`config.mk`:
```
export PLATFORM = sky130hd
export DESIGN_NAME = alu_flags_branch_condition
export DESIGN_NICKNAME = d
export VERILOG_FILES = /design/src/rtl/afbc_pkg.sv /design/src/rtl/alu_flags_branch_condition.sv
export SDC_FILE = /design/constraint.sdc
export NUM_CORES = 1
export LEC_CHECK = 0
export BUFFER_PORTS_ARGS = -buffer_cell sky130_fd_sc_hd__buf_2
export CORE_MARGIN = 2
export CORE_UTILIZATION = 30
export DETAILED_ROUTE_END_ITERATION = 7
export PLACE_DENSITY_LB_ADDON = 0.12
export SLEW_MARGIN = 5
export SYNTH_ARGS = -nofsm -noshare
export SYNTH_HDL_FRONTEND = slang
export SYNTH_SLANG_ARGS = --single-unit
```
`constraint.sdc`:
```
create_clock -name clk -period 10.28 [get_ports clk]
set_input_delay 0.514 -clock clk [delete_from_list [all_inputs] [get_ports clk]]
set_output_delay 0.514 -clock clk [all_outputs]
set_load 0.05 [all_outputs]
```
`src/rtl/afbc_pkg.sv`:
```
// Shared types and codes for the ALU with flags and branch condition block.
package afbc_pkg;

  localparam int DataWidth = 32;
  localparam int ShiftBits = 5;

  // Command codes
  localparam logic CMD_ALU  = 1'b0;
  localparam logic CMD_COND = 1'b1;

  // ALU operation codes
  localparam logic [2:0] OP_ADD   = 3'd0;
  localparam logic [2:0] OP_ADDC  = 3'd1;
  localparam logic [2:0] OP_SUB   = 3'd2;
  localparam logic [2:0] OP_SUBB  = 3'd3;
  localparam logic [2:0] OP_AND   = 3'd4;
  localparam logic [2:0] OP_OR    = 3'd5;
  localparam logic [2:0] OP_XOR   = 3'd6;
  localparam logic [2:0] OP_SHIFT = 3'd7;

  // Branch condition codes
  localparam logic [2:0] CC_ALWAYS = 3'd0;
  localparam logic [2:0] CC_HI     = 3'd1;
  localparam logic [2:0] CC_NC     = 3'd2;
  localparam logic [2:0] CC_NZ     = 3'd3;
  localparam logic [2:0] CC_NV     = 3'd4;
  localparam logic [2:0] CC_NN     = 3'd5;
  localparam logic [2:0] CC_GE     = 3'd6;
  localparam logic [2:0] CC_GT     = 3'd7;

  // Bit positions in the flag vector
  localparam int FLAG_Z = 3;
  localparam int FLAG_V = 2;
  localparam int FLAG_N = 1;
  localparam int FLAG_C = 0;

  typedef struct packed {
    logic                 command;
    logic [2:0]           alu_op;
    logic [DataWidth-1:0] operand_a;
    logic [DataWidth-1:0] operand_b;
    logic                 set_flags;
    logic [2:0]           condition_code;
    logic                 invert_condition;
  } req_t;

  typedef struct packed {
    logic [DataWidth-1:0] result;
    logic                 branch_taken;
    logic                 shift_range_error;
    logic [3:0]           flags_now;
  } rsp_t;

endpackage

```
`src/rtl/alu_flags_branch_condition.sv`:
```
// Top level: 32-bit ALU with Z/V/N/C flag register and branch condition test.
//
// Usage:
//   Request channel (req_valid/req_ready/req) carries one item: either an ALU
//   operation (add, addc, sub, subb, and, or, xor, signed-amount shift) or a
//   branch condition test against the current flags.
//   Response channel (rsp_valid/rsp_ready/rsp) returns exactly one item per
//   request: result, branch outcome, shift range error and the flags after
//   the item.
// Timing:
//   An accepted item is held in the input register, then the ALU and flag
//   logic fill the response register, which raises rsp_valid. Throughput is
//   one item per cycle while rsp_ready does not stall the output; the flag
//   register is written in the same edge that loads the response register,
//   so the next item already sees the new flags.
// Reset:
//   rst (synchronous, active high) empties both registers and clears all
//   four flags.
// Stall:
//   While rsp_valid is high and rsp_ready low, the response holds and the
//   input register holds its item; req_ready stays high while the input
//   register is empty, so one more item can be taken during a stall.
module alu_flags_branch_condition
  import afbc_pkg::*;
(
  input  logic clk,
  input  logic rst,
  input  logic req_valid,
  output logic req_ready,
  input  req_t req,
  output logic rsp_valid,
  input  logic rsp_ready,
  output rsp_t rsp
);

  logic                 s1_valid;
  req_t                 s1_req;
  logic [3:0]           flags;
  logic [3:0]           flags_next;
  rsp_t                 rsp_next;
  logic                 advance;

  logic [DataWidth-1:0] b_mod;
  logic                 cin;
  logic [DataWidth:0]   sum;
  logic                 add_ovf;
  logic                 amt_pos_ok;
  logic                 amt_neg_ok;
  logic                 shift_err;
  logic [ShiftBits-1:0] right_amt;
  logic [DataWidth:0]   left_wide;
  logic [DataWidth-1:0] alu_res;
  logic                 alu_cout;
  logic                 alu_ovf;
  logic                 cond;

  // Move response along when the output is free or being taken
  assign advance   = !rsp_valid || rsp_ready;
  assign req_ready = !s1_valid || advance;

  // Adder: a + b' + cin
  always_comb begin
    b_mod = (s1_req.alu_op == OP_SUB || s1_req.alu_op == OP_SUBB) ?
            ~s1_req.operand_b : s1_req.operand_b;
    case (s1_req.alu_op)
      OP_ADDC: cin = flags[FLAG_C];
      OP_SUB:  cin = 1'b1;
      OP_SUBB: cin = !flags[FLAG_C];
      default: cin = 1'b0;
    endcase
    sum = {1'b0, s1_req.operand_a} + {1'b0, b_mod} + {{DataWidth{1'b0}}, cin};
    add_ovf = (s1_req.operand_a[DataWidth-1] == b_mod[DataWidth-1]) &&
              (s1_req.operand_a[DataWidth-1] != sum[DataWidth-1]);
  end

  // Shifter: range check on the signed amount, left with carry, right logical
  always_comb begin
    amt_pos_ok = (s1_req.operand_b[DataWidth-1:ShiftBits] == '0);
    amt_neg_ok = (s1_req.operand_b[DataWidth-1:ShiftBits] == '1) &&
                 (s1_req.operand_b[ShiftBits-1:0] != '0);
    shift_err  = !(amt_pos_ok || amt_neg_ok);
    right_amt  = ~s1_req.operand_b[ShiftBits-1:0] + ShiftBits'(1);
    left_wide  = {1'b0, s1_req.operand_a} << s1_req.operand_b[ShiftBits-1:0];
  end

  // Select operation result
  always_comb begin
    alu_res  = '0;
    alu_cout = 1'b0;
    alu_ovf  = 1'b0;
    case (s1_req.alu_op)
      OP_ADD, OP_ADDC, OP_SUB, OP_SUBB: begin
        alu_res  = sum[DataWidth-1:0];
        alu_cout = sum[DataWidth];
        alu_ovf  = add_ovf;
      end
      OP_AND: alu_res = s1_req.operand_a & s1_req.operand_b;
      OP_OR:  alu_res = s1_req.operand_a | s1_req.operand_b;
      OP_XOR: alu_res = s1_req.operand_a ^ s1_req.operand_b;
      OP_SHIFT: begin
        if (shift_err) begin
          alu_res = '0;
        end else if (!s1_req.operand_b[DataWidth-1]) begin
          alu_res  = left_wide[DataWidth-1:0];
          alu_cout = left_wide[DataWidth];
        end else begin
          alu_res = s1_req.operand_a >> right_amt;
        end
      end
      default: alu_res = '0;
    endcase
  end

  // Evaluate branch condition on current flags
  always_comb begin
    case (s1_req.condition_code)
      CC_ALWAYS: cond = 1'b1;
      CC_HI:     cond = flags[FLAG_C] && !flags[FLAG_Z];
      CC_NC:     cond = !flags[FLAG_C];
      CC_NZ:     cond = !flags[FLAG_Z];
      CC_NV:     cond = !flags[FLAG_V];
      CC_NN:     cond = !flags[FLAG_N];
      CC_GE:     cond = (flags[FLAG_N] == flags[FLAG_V]);
      CC_GT:     cond = !flags[FLAG_Z] && (flags[FLAG_N] == flags[FLAG_V]);
      default:   cond = 1'b0;
    endcase
  end

  // Build next flags and response
  always_comb begin
    flags_next = flags;
    rsp_next   = '0;
    if (s1_req.command == CMD_COND) begin
      rsp_next.branch_taken = cond ^ s1_req.invert_condition;
    end else begin
      rsp_next.result = alu_res;
      rsp_next.shift_range_error = (s1_req.alu_op == OP_SHIFT) && shift_err;
      if (s1_req.set_flags && !rsp_next.shift_range_error) begin
        // subtract with borrow only ever clears zero
        if (s1_req.alu_op != OP_SUBB || flags[FLAG_Z]) begin
          flags_next[FLAG_Z] = (alu_res == '0);
        end
        flags_next[FLAG_N] = alu_res[DataWidth-1];
        flags_next[FLAG_V] = alu_ovf;
        flags_next[FLAG_C] = alu_cout;
      end
    end
    rsp_next.flags_now = flags_next;
  end

  // Control registers: input stage, output stage, flags
  always_ff @(posedge clk) begin
    if (rst) begin
      s1_valid  <= 1'b0;
      rsp_valid <= 1'b0;
      flags     <= '0;
    end else begin
      if (req_ready) begin
        s1_valid <= req_valid;
      end
      if (advance) begin
        rsp_valid <= s1_valid;
      end
      if (advance && s1_valid) begin
        flags <= flags_next;
      end
    end
  end

  // Payload registers
  always_ff @(posedge clk) begin
    if (req_valid && req_ready) begin
      s1_req <= req;
    end
    if (advance && s1_valid) begin
      rsp <= rsp_next;
    end
  end

endmodule

```
==> metrics.yaml, run 1 <==
root_buffer: "clkbuf_16"
reg2reg_from: "s1_req[71]$_DFFE_PP_"
p_per_area_nw_per_um2: 135
finalHoldViolCount: 0
hp-class: "in -> reg"
clock_skew_ns: 0.0150
gp_congestion: 0.947
hpwlAfterDp_um: 37300
clockPowerShare_pct: 30.8
synth.avg_cell_area_um2: 9.47
p_comb_share_pct: 36.6
synth.distinct_cells: 87
ctsHtreeMaxLevel: 4
post-route-period-util_pct: 57.5
drive_gt1_share_pct: 19.3
setup_viol: 0
grt_usage_pct: 23.7
intPower_mw: 1.15
grt_pass1_vias: 10700
postSynthCellCount: 1292
initial_core_util_pct: 30.6
tns_ns: 0
final_antenna_net_count: 0
worst_pin_slew_ns: 1.14
pin_count: 117
clockBufferDepth: 2
die_area_um2: 42400
via_count: 11000
die-width_um: 206
seq_area_frac_synth_pct: 28.2
crit_path_end_kind: "flip-flop"
finalMaxSlewViolations: 0
clk_latency_ns: 0.46
row_count: 73
critical-path-top-delay-family: "compound AO/OA/AOI/OAI gates"
regToRegEndpoint: "rsp[3]$_DFFE_PP_"
crit_type: "reg -> reg"
ff2ff_setup_slack_ns: 4.37
antenna_found_initial: 1
drtIter0Drc: 1092
placed_area_um2: 13200
power_frac_seq_pct: 32.6
grt_remaining_overflow: 0
path_buf_inv: 4
cts.sinks: 117
instances_no_fill: 1899
hp-start: "req[56]"
syn2layout_area_growth_pct: 12.6
n_fill_cell: 4177
total_leakage_power_nw: 5.48
async_flop_share_pct: 0
ys_warn_count: 0
ctsResizeCount: 0
clkTransAtPathRegs_ns: 0.07
cts_buffers: 17
fmax_ghz: 0.169
reg2reg_depth: 19
fin_area_um2: 13800
grt_pass1_wl_um: 72100
path_cells: "buf_4, clkinv_1, nand2_2, buf_4, xnor2_1, fa_1, inv_1, fa_1, a21o_1, a221o_1, a2111o_1, a21o_1, or3b_1, a21oi_1, nor2_1, a221o_1, nor4_1, nand4_1, a21oi_1"
diodes: 0
seq_area_um2: 3450
cts_hold_buf: 0
post-place-ws_ns: 4.47
core_um2: 40000
wirelength_um: 49700
fp.dieH_um: 206
io_buffers: 116
cts_setup_buffers: 0
synth-main-ff-cell: "edfxtp_1"
first_pass_iters: 5
worst_path_max_delay_cell: "clkinv_1"
syn-cell-area_um2: 12200
drc: 0
fin_nets: 1538
synth-edff-count: 111
maxSlewHeadroom_pct: 23.3
hold_depth: 1
hold_end: "s1_req[56]$_DFFE_PP_"
cap_violations: 0
switching_share_pct: 38.6
grt_max_degree: 74
fin_crit_ns: 5.91
routed_via_density: 5.78
multiInputGateArea_um2: 8080
outcome: "finished clean"
layout_setup_ws_ns: 4.37
crit_path_max_incr_delay_ns: 0.65
dp.cells: 1867
start_kind: "flip-flop"
p_sw_mw: 0.719
tritoncts: "yes"
rsz0062_at_grt: "no"
crit_fanout: 32
ir_drop_uv: 102
synthesis.nets: 1469
crit_required_ns: 10.58
wl_per_cell_um: 26.2
crit_arrival_ns: 6.21
synth-seq-cells: 117
placed cells by master (no fill, tap or decap), types with 19 or more instances in the layout:
cell	netlist	layout
inv_1	67	67
nor2b_1	21	20
nor4_1	19	19
mux2_2	24	24
nand4_1	20	20
edfxtp_1	111	111
mux4_2	49	49
xnor2_1	46	46
o221ai_1	20	20
o22ai_1	26	26
buf_4	5	23
nor3_1	30	30
ha_1	98	98
nand2_1	89	88
nand3_1	31	31
nor2_1	98	98
a21oi_1	81	81
buf_2	12	116
a31oi_1	24	24
o21ai_0	53	53
mux2i_1	83	83
cells in the mapped netlist (20+ instances only):
library cell / instances / area (µm²)
o21ai_0: 53 / 265
o22ai_1: 26 / 163
nor2_1: 98 / 368
nand2_1: 89 / 334
nor3_1: 30 / 150
inv_1: 67 / 251
mux2_2: 24 / 270
mux2i_1: 83 / 831
a21oi_1: 81 / 405
o221ai_1: 20 / 175
xnor2_1: 46 / 403
clkbuf_1: 47 / 176
nand4_1: 20 / 125
nand3_1: 31 / 155
ha_1: 98 / 1230
edfxtp_1: 111 / 3330
nor2b_1: 21 / 131
a31oi_1: 24 / 150
mux4_2: 49 / 1100
registers in the layout, indices dropped and copies added, names as in the netlist:
| register | cells |
|---|---|
| rsp_valid | 1 |
| s1_req | 73 |
| s1_valid | 1 |
| rsp | 38 |
| flags | 4 |
how the worst max path moves through the flow:
stage / start / end / slack (ns) / cells past startpoint
after floorplan: s1_req[70]$_DFFE_PP_ / rsp[3]$_DFFE_PP_ / 4.69 / 20
after global placement: s1_req[71]$_DFFE_PP_ / rsp[3]$_DFFE_PP_ / 4.62 / 19
after detailed placement: s1_req[71]$_DFFE_PP_ / rsp[3]$_DFFE_PP_ / 4.47 / 19
after CTS: s1_req[71]$_DFFE_PP_ / rsp[3]$_DFFE_PP_ / 4.41 / 19
after global routing: s1_req[71]$_DFFE_PP_ / rsp[3]$_DFFE_PP_ / 3.96 / 19
final: s1_req[71]$_DFFE_PP_ / rsp[3]$_DFFE_PP_ / 4.37 / 19
metal layers:
metal  wire length (µm)  vias up  track usage [%]
met4               1600        2             8.67
met3               3750       71             6.18
met5                 13        -                0
li1                   -     5066                -
met2              21900      440             36.3
met1              22400     5403             32.0
logic make-up after synthesis:
group	count (synthesis)	share of synthesized area (%)
compound gates	325	17.7
fa+ha+maj	100	10.3
flops	117	28.2
buf+inv	163	5.83
xor+xnor	57	4.20
mux	167	19.1
simple gates	363	14.6
stage by stage:
stage / util [%] / hold slack (ns) / total power, mW
2_1_floorplan: - / 0.478 / 1.07
3_3_place_gp: 33.0 / 0.511 / 1.29
3_5_place_dp: 33.0 / 0.519 / 1.29
4_1_cts: 34.4 / 0.175 / 1.88
5_1_grt: 34.4 / 0.193 / 1.97
6_report: 34.4 / 0.223 / 1.86
cell type report:
type | count | area share (%)
multi-input combinational | 1012 | 58.6
timing repair buffer | 139 | 5.47
tap | 525 | 4.77
sequential | 117 | 25.1
inverter | 74 | 2.02
clock inverter | 14 | 0.935
clock buffer | 18 | 3.11
power by group through the flow:
stage	clock (mW)	sequential, mW	combinational, mW
after floorplan	0	0.627	0.444
after global placement	0	0.616	0.674
after detailed placement	0	0.616	0.670
after CTS	0.601	0.607	0.674
after global routing	0.618	0.611	0.736
final	0.575	0.608	0.682
(Power assumes the default switching activity.)
==> run 2: changes to the inputs <==
clock period = 5.4 ns   (was 10.28 ns; I/O delays follow)
==> run 2 against run 1 <==
  * Largest cell class unchanged
  * Register-to-register slack lost 3.8 ns
  * Worst setup slack worse by 3.8 ns
  * Sequential share of layout area fell by 1.7 points
  * Critical endpoint unchanged
  * Largest power group unchanged
==> metrics.yaml, run 2 (synthesis gave the netlist of run 1 again) <==
grt_pass1_vias: 11000
wl_per_cell_um: 25.3
placed_area_um2: 13400
rsz0062_at_grt: "no"
clkTransAtPathRegs_ns: 0.06
antenna_found_initial: 1
syn2layout_area_growth_pct: 20.9
start_kind: "flip-flop"
cts_setup_buffers: 0
clockBufferDepth: 2
crit_path_end: "rsp[3]$_DFFE_PP_"
die-width_um: 206
worst_pin_slew_ns: 1.12
clock_skew_ns: 0.0170
diodes: 0
cap_violations: 0
hp-class: "in -> reg"
crit_type: "reg -> reg"
power_mw: 3.74
critical-path-top-delay-family: "compound AO/OA/AOI/OAI gates"
largest-register: "s1_req"
worst-path-stages: 16
grt_pass1_wl_um: 74500
power_frac_seq_pct: 31.0
cts.sinks: 117
ctsHtreeMaxLevel: 4
routed_via_density: 5.73
reg2reg_from: "s1_req[71]$_DFFE_PP_"
setup_viol: 0
p_per_area_nw_per_um2: 253
fin_area_um2: 14800
gp_congestion: 0.984
intPower_mw: 2.39
clk_latency_ns: 0.48
final_cell_mix: "116 x buf_2, 111 x edfxtp_1, 98 x nor2_1, 98 x ha_1, 88 x nand2_1"
worst_path_max_delay_cell: "edfxtp_1"
fp.dieH_um: 206
grt_remaining_overflow: 0
drc: 0
drive_gt1_share_pct: 19.6
switching_share_pct: 36.3
cp-startpoint: "s1_req[71]$_DFFE_PP_"
root_buffer: "clkbuf_16"
post-route-period-util_pct: 88.9
finalMaxSlewViolations: 0
tritoncts: "yes"
final_antenna_net_count: 0
fmax_ghz: 0.208
reg2reg_depth: 16
die_area_um2: 42400
p_comb_share_pct: 36.2
final_common_cell: "buf_2"
reg_top3: "s1_req x73, rsp x38, flags x4"
first_pass_iters: 5
pin_count: 117
total_leakage_power_nw: 5.95
crit_path_end_kind: "flip-flop"
row_count: 73
path_buf_inv: 2
cts_buffers: 17
grt_usage_pct: 24.2
finalHoldViolCount: 0
via_count: 11400
grt_max_degree: 90
io_buffers: 116
maxSlewHeadroom_pct: 25.3
cpMostUsedCell: "nand4_1"
p_sw_mw: 1.36
ff2ff_setup_slack_ns: 0.60
ir_drop_uv: 195
clockPowerShare_pct: 32.8
crit_arrival_ns: 5.13
core_um2: 40000
fin_nets: 1636
crit_path_max_incr_delay_ns: 0.48
path_cells: "clkinv_1, nand2_2, buf_4, xnor2_1, fa_1, a21o_1, a221o_1, a221oi_1, xor2_1, nor2_1, a211oi_1, and4b_1, nand4_1, nor4_1, nand4_1, a21oi_1"
outcome: "finished clean"
tns_ns: 0
post-route-util_pct: 37.0
largest_reg_flops: 73
wirelength_um: 50500
initial_core_util_pct: 30.6
regToRegEndpoint: "rsp[3]$_DFFE_PP_"
drtIter0Drc: 1087
hpwlAfterDp_um: 38400
crit_fanout: 31
fin_crit_ns: 4.80
crit_required_ns: 5.73
==> run 2: cell types whose count changed in the layout (fill, tap and decap cells not counted) <==
cell | before | now
dlygate4sd3_1 | 0 | 74
buf_4 | 23 | 45
bufinv_16 | 1 | 4
buf_12 | 0 | 2
clkinv_4 | 4 | 2
clkinvlp_4 | 3 | 1
clkbuf_1 | 1 | 2
clkbuf_8 | 0 | 1
inv_6 | 3 | 2
==> run 2: worst reg2reg max path, cell delays in order (launching register included) <==
cell and delay (ns):
edfxtp_1 0.48, clkinv_1 0.14, nand2_2 0.10, buf_4 0.45
xnor2_1 0.20, fa_1 0.44, a21o_1 0.19, a221o_1 0.42
a221oi_1 0.39, xor2_1 0.27, nor2_1 0.09, a211oi_1 0.46
and4b_1 0.35, nand4_1 0.11, nor4_1 0.22, nand4_1 0.19
a21oi_1 0.18
==> run 2: routing by layer <==
metal  share of wire [%]  global-route usage [%]  wire length (µm)  up-vias
met3                 5.5                    3.58              2780       71
li1                    -                       -                 -     5262
met2                  45                    37.3             22700      395
met4                 3.2                    10.2              1630        0
met1                  46                    33.8             23500     5710
met5                   0                       0                 0        -
==> run 2: repair_timing <==
item / 4_1_cts / 5_1_grt
hold buffers: 74 / 0
gates resized for setup: 0 / 0
endpoints found under the hold margin: 74 / 0
==> run 2: cell type report <==
type                            count  area, µm²
Inverter                           74        278
Clock buffer                       20        447
Tap cell                          525        657
Fill cell                        4126      25200
Sequential cell                   117       3450
Timing Repair Buffer              237       1700
Multi-Input combinational cell   1012       8080
Clock inverter                     12        178
==> run 2: worst min-delay path by stage <==
stage | from | to | slack, ns | cells after the start
finish | rst | flags[3]$_SDFFE_PP0P_ | 0.06 | 2
global route | rst | flags[3]$_SDFFE_PP0P_ | 0.05 | 2
CTS | rst | flags[3]$_SDFFE_PP0P_ | 0.02 | 2
detailed placement | req[48] | s1_req[48]$_DFFE_PP_ | 0.45 | 1
global placement | req[53] | s1_req[53]$_DFFE_PP_ | 0.45 | 1
floorplan | rst | flags[3]$_SDFFE_PP0P_ | 0.33 | 1
==> run 2: power by group through the flow <==
| stage | Clock (mW) | Combinational, mW | Sequential, mW |
|---|---|---|---|
| after floorplan | 0 | 0.845 | 1.19 |
| after global placement | 0 | 1.29 | 1.18 |
| after detailed placement | 0 | 1.29 | 1.18 |
| after CTS | 1.28 | 1.34 | 1.16 |
| after global routing | 1.31 | 1.46 | 1.16 |
| final | 1.23 | 1.35 | 1.16 |
==> run 2: metrics by stage <==
stage / hold slack (ns) / instances / setup WS (ns)
2_1_floorplan: 0.335 / 1292 / 0.191
3_3_place_gp: 0.446 / 1891 / 0.674
3_5_place_dp: 0.448 / 1891 / 0.649
4_1_cts: 0.0167 / 1997 / 0.621
5_1_grt: 0.0475 / 1997 / 0.267
6_report: 0.0561 / 1997 / 0.597
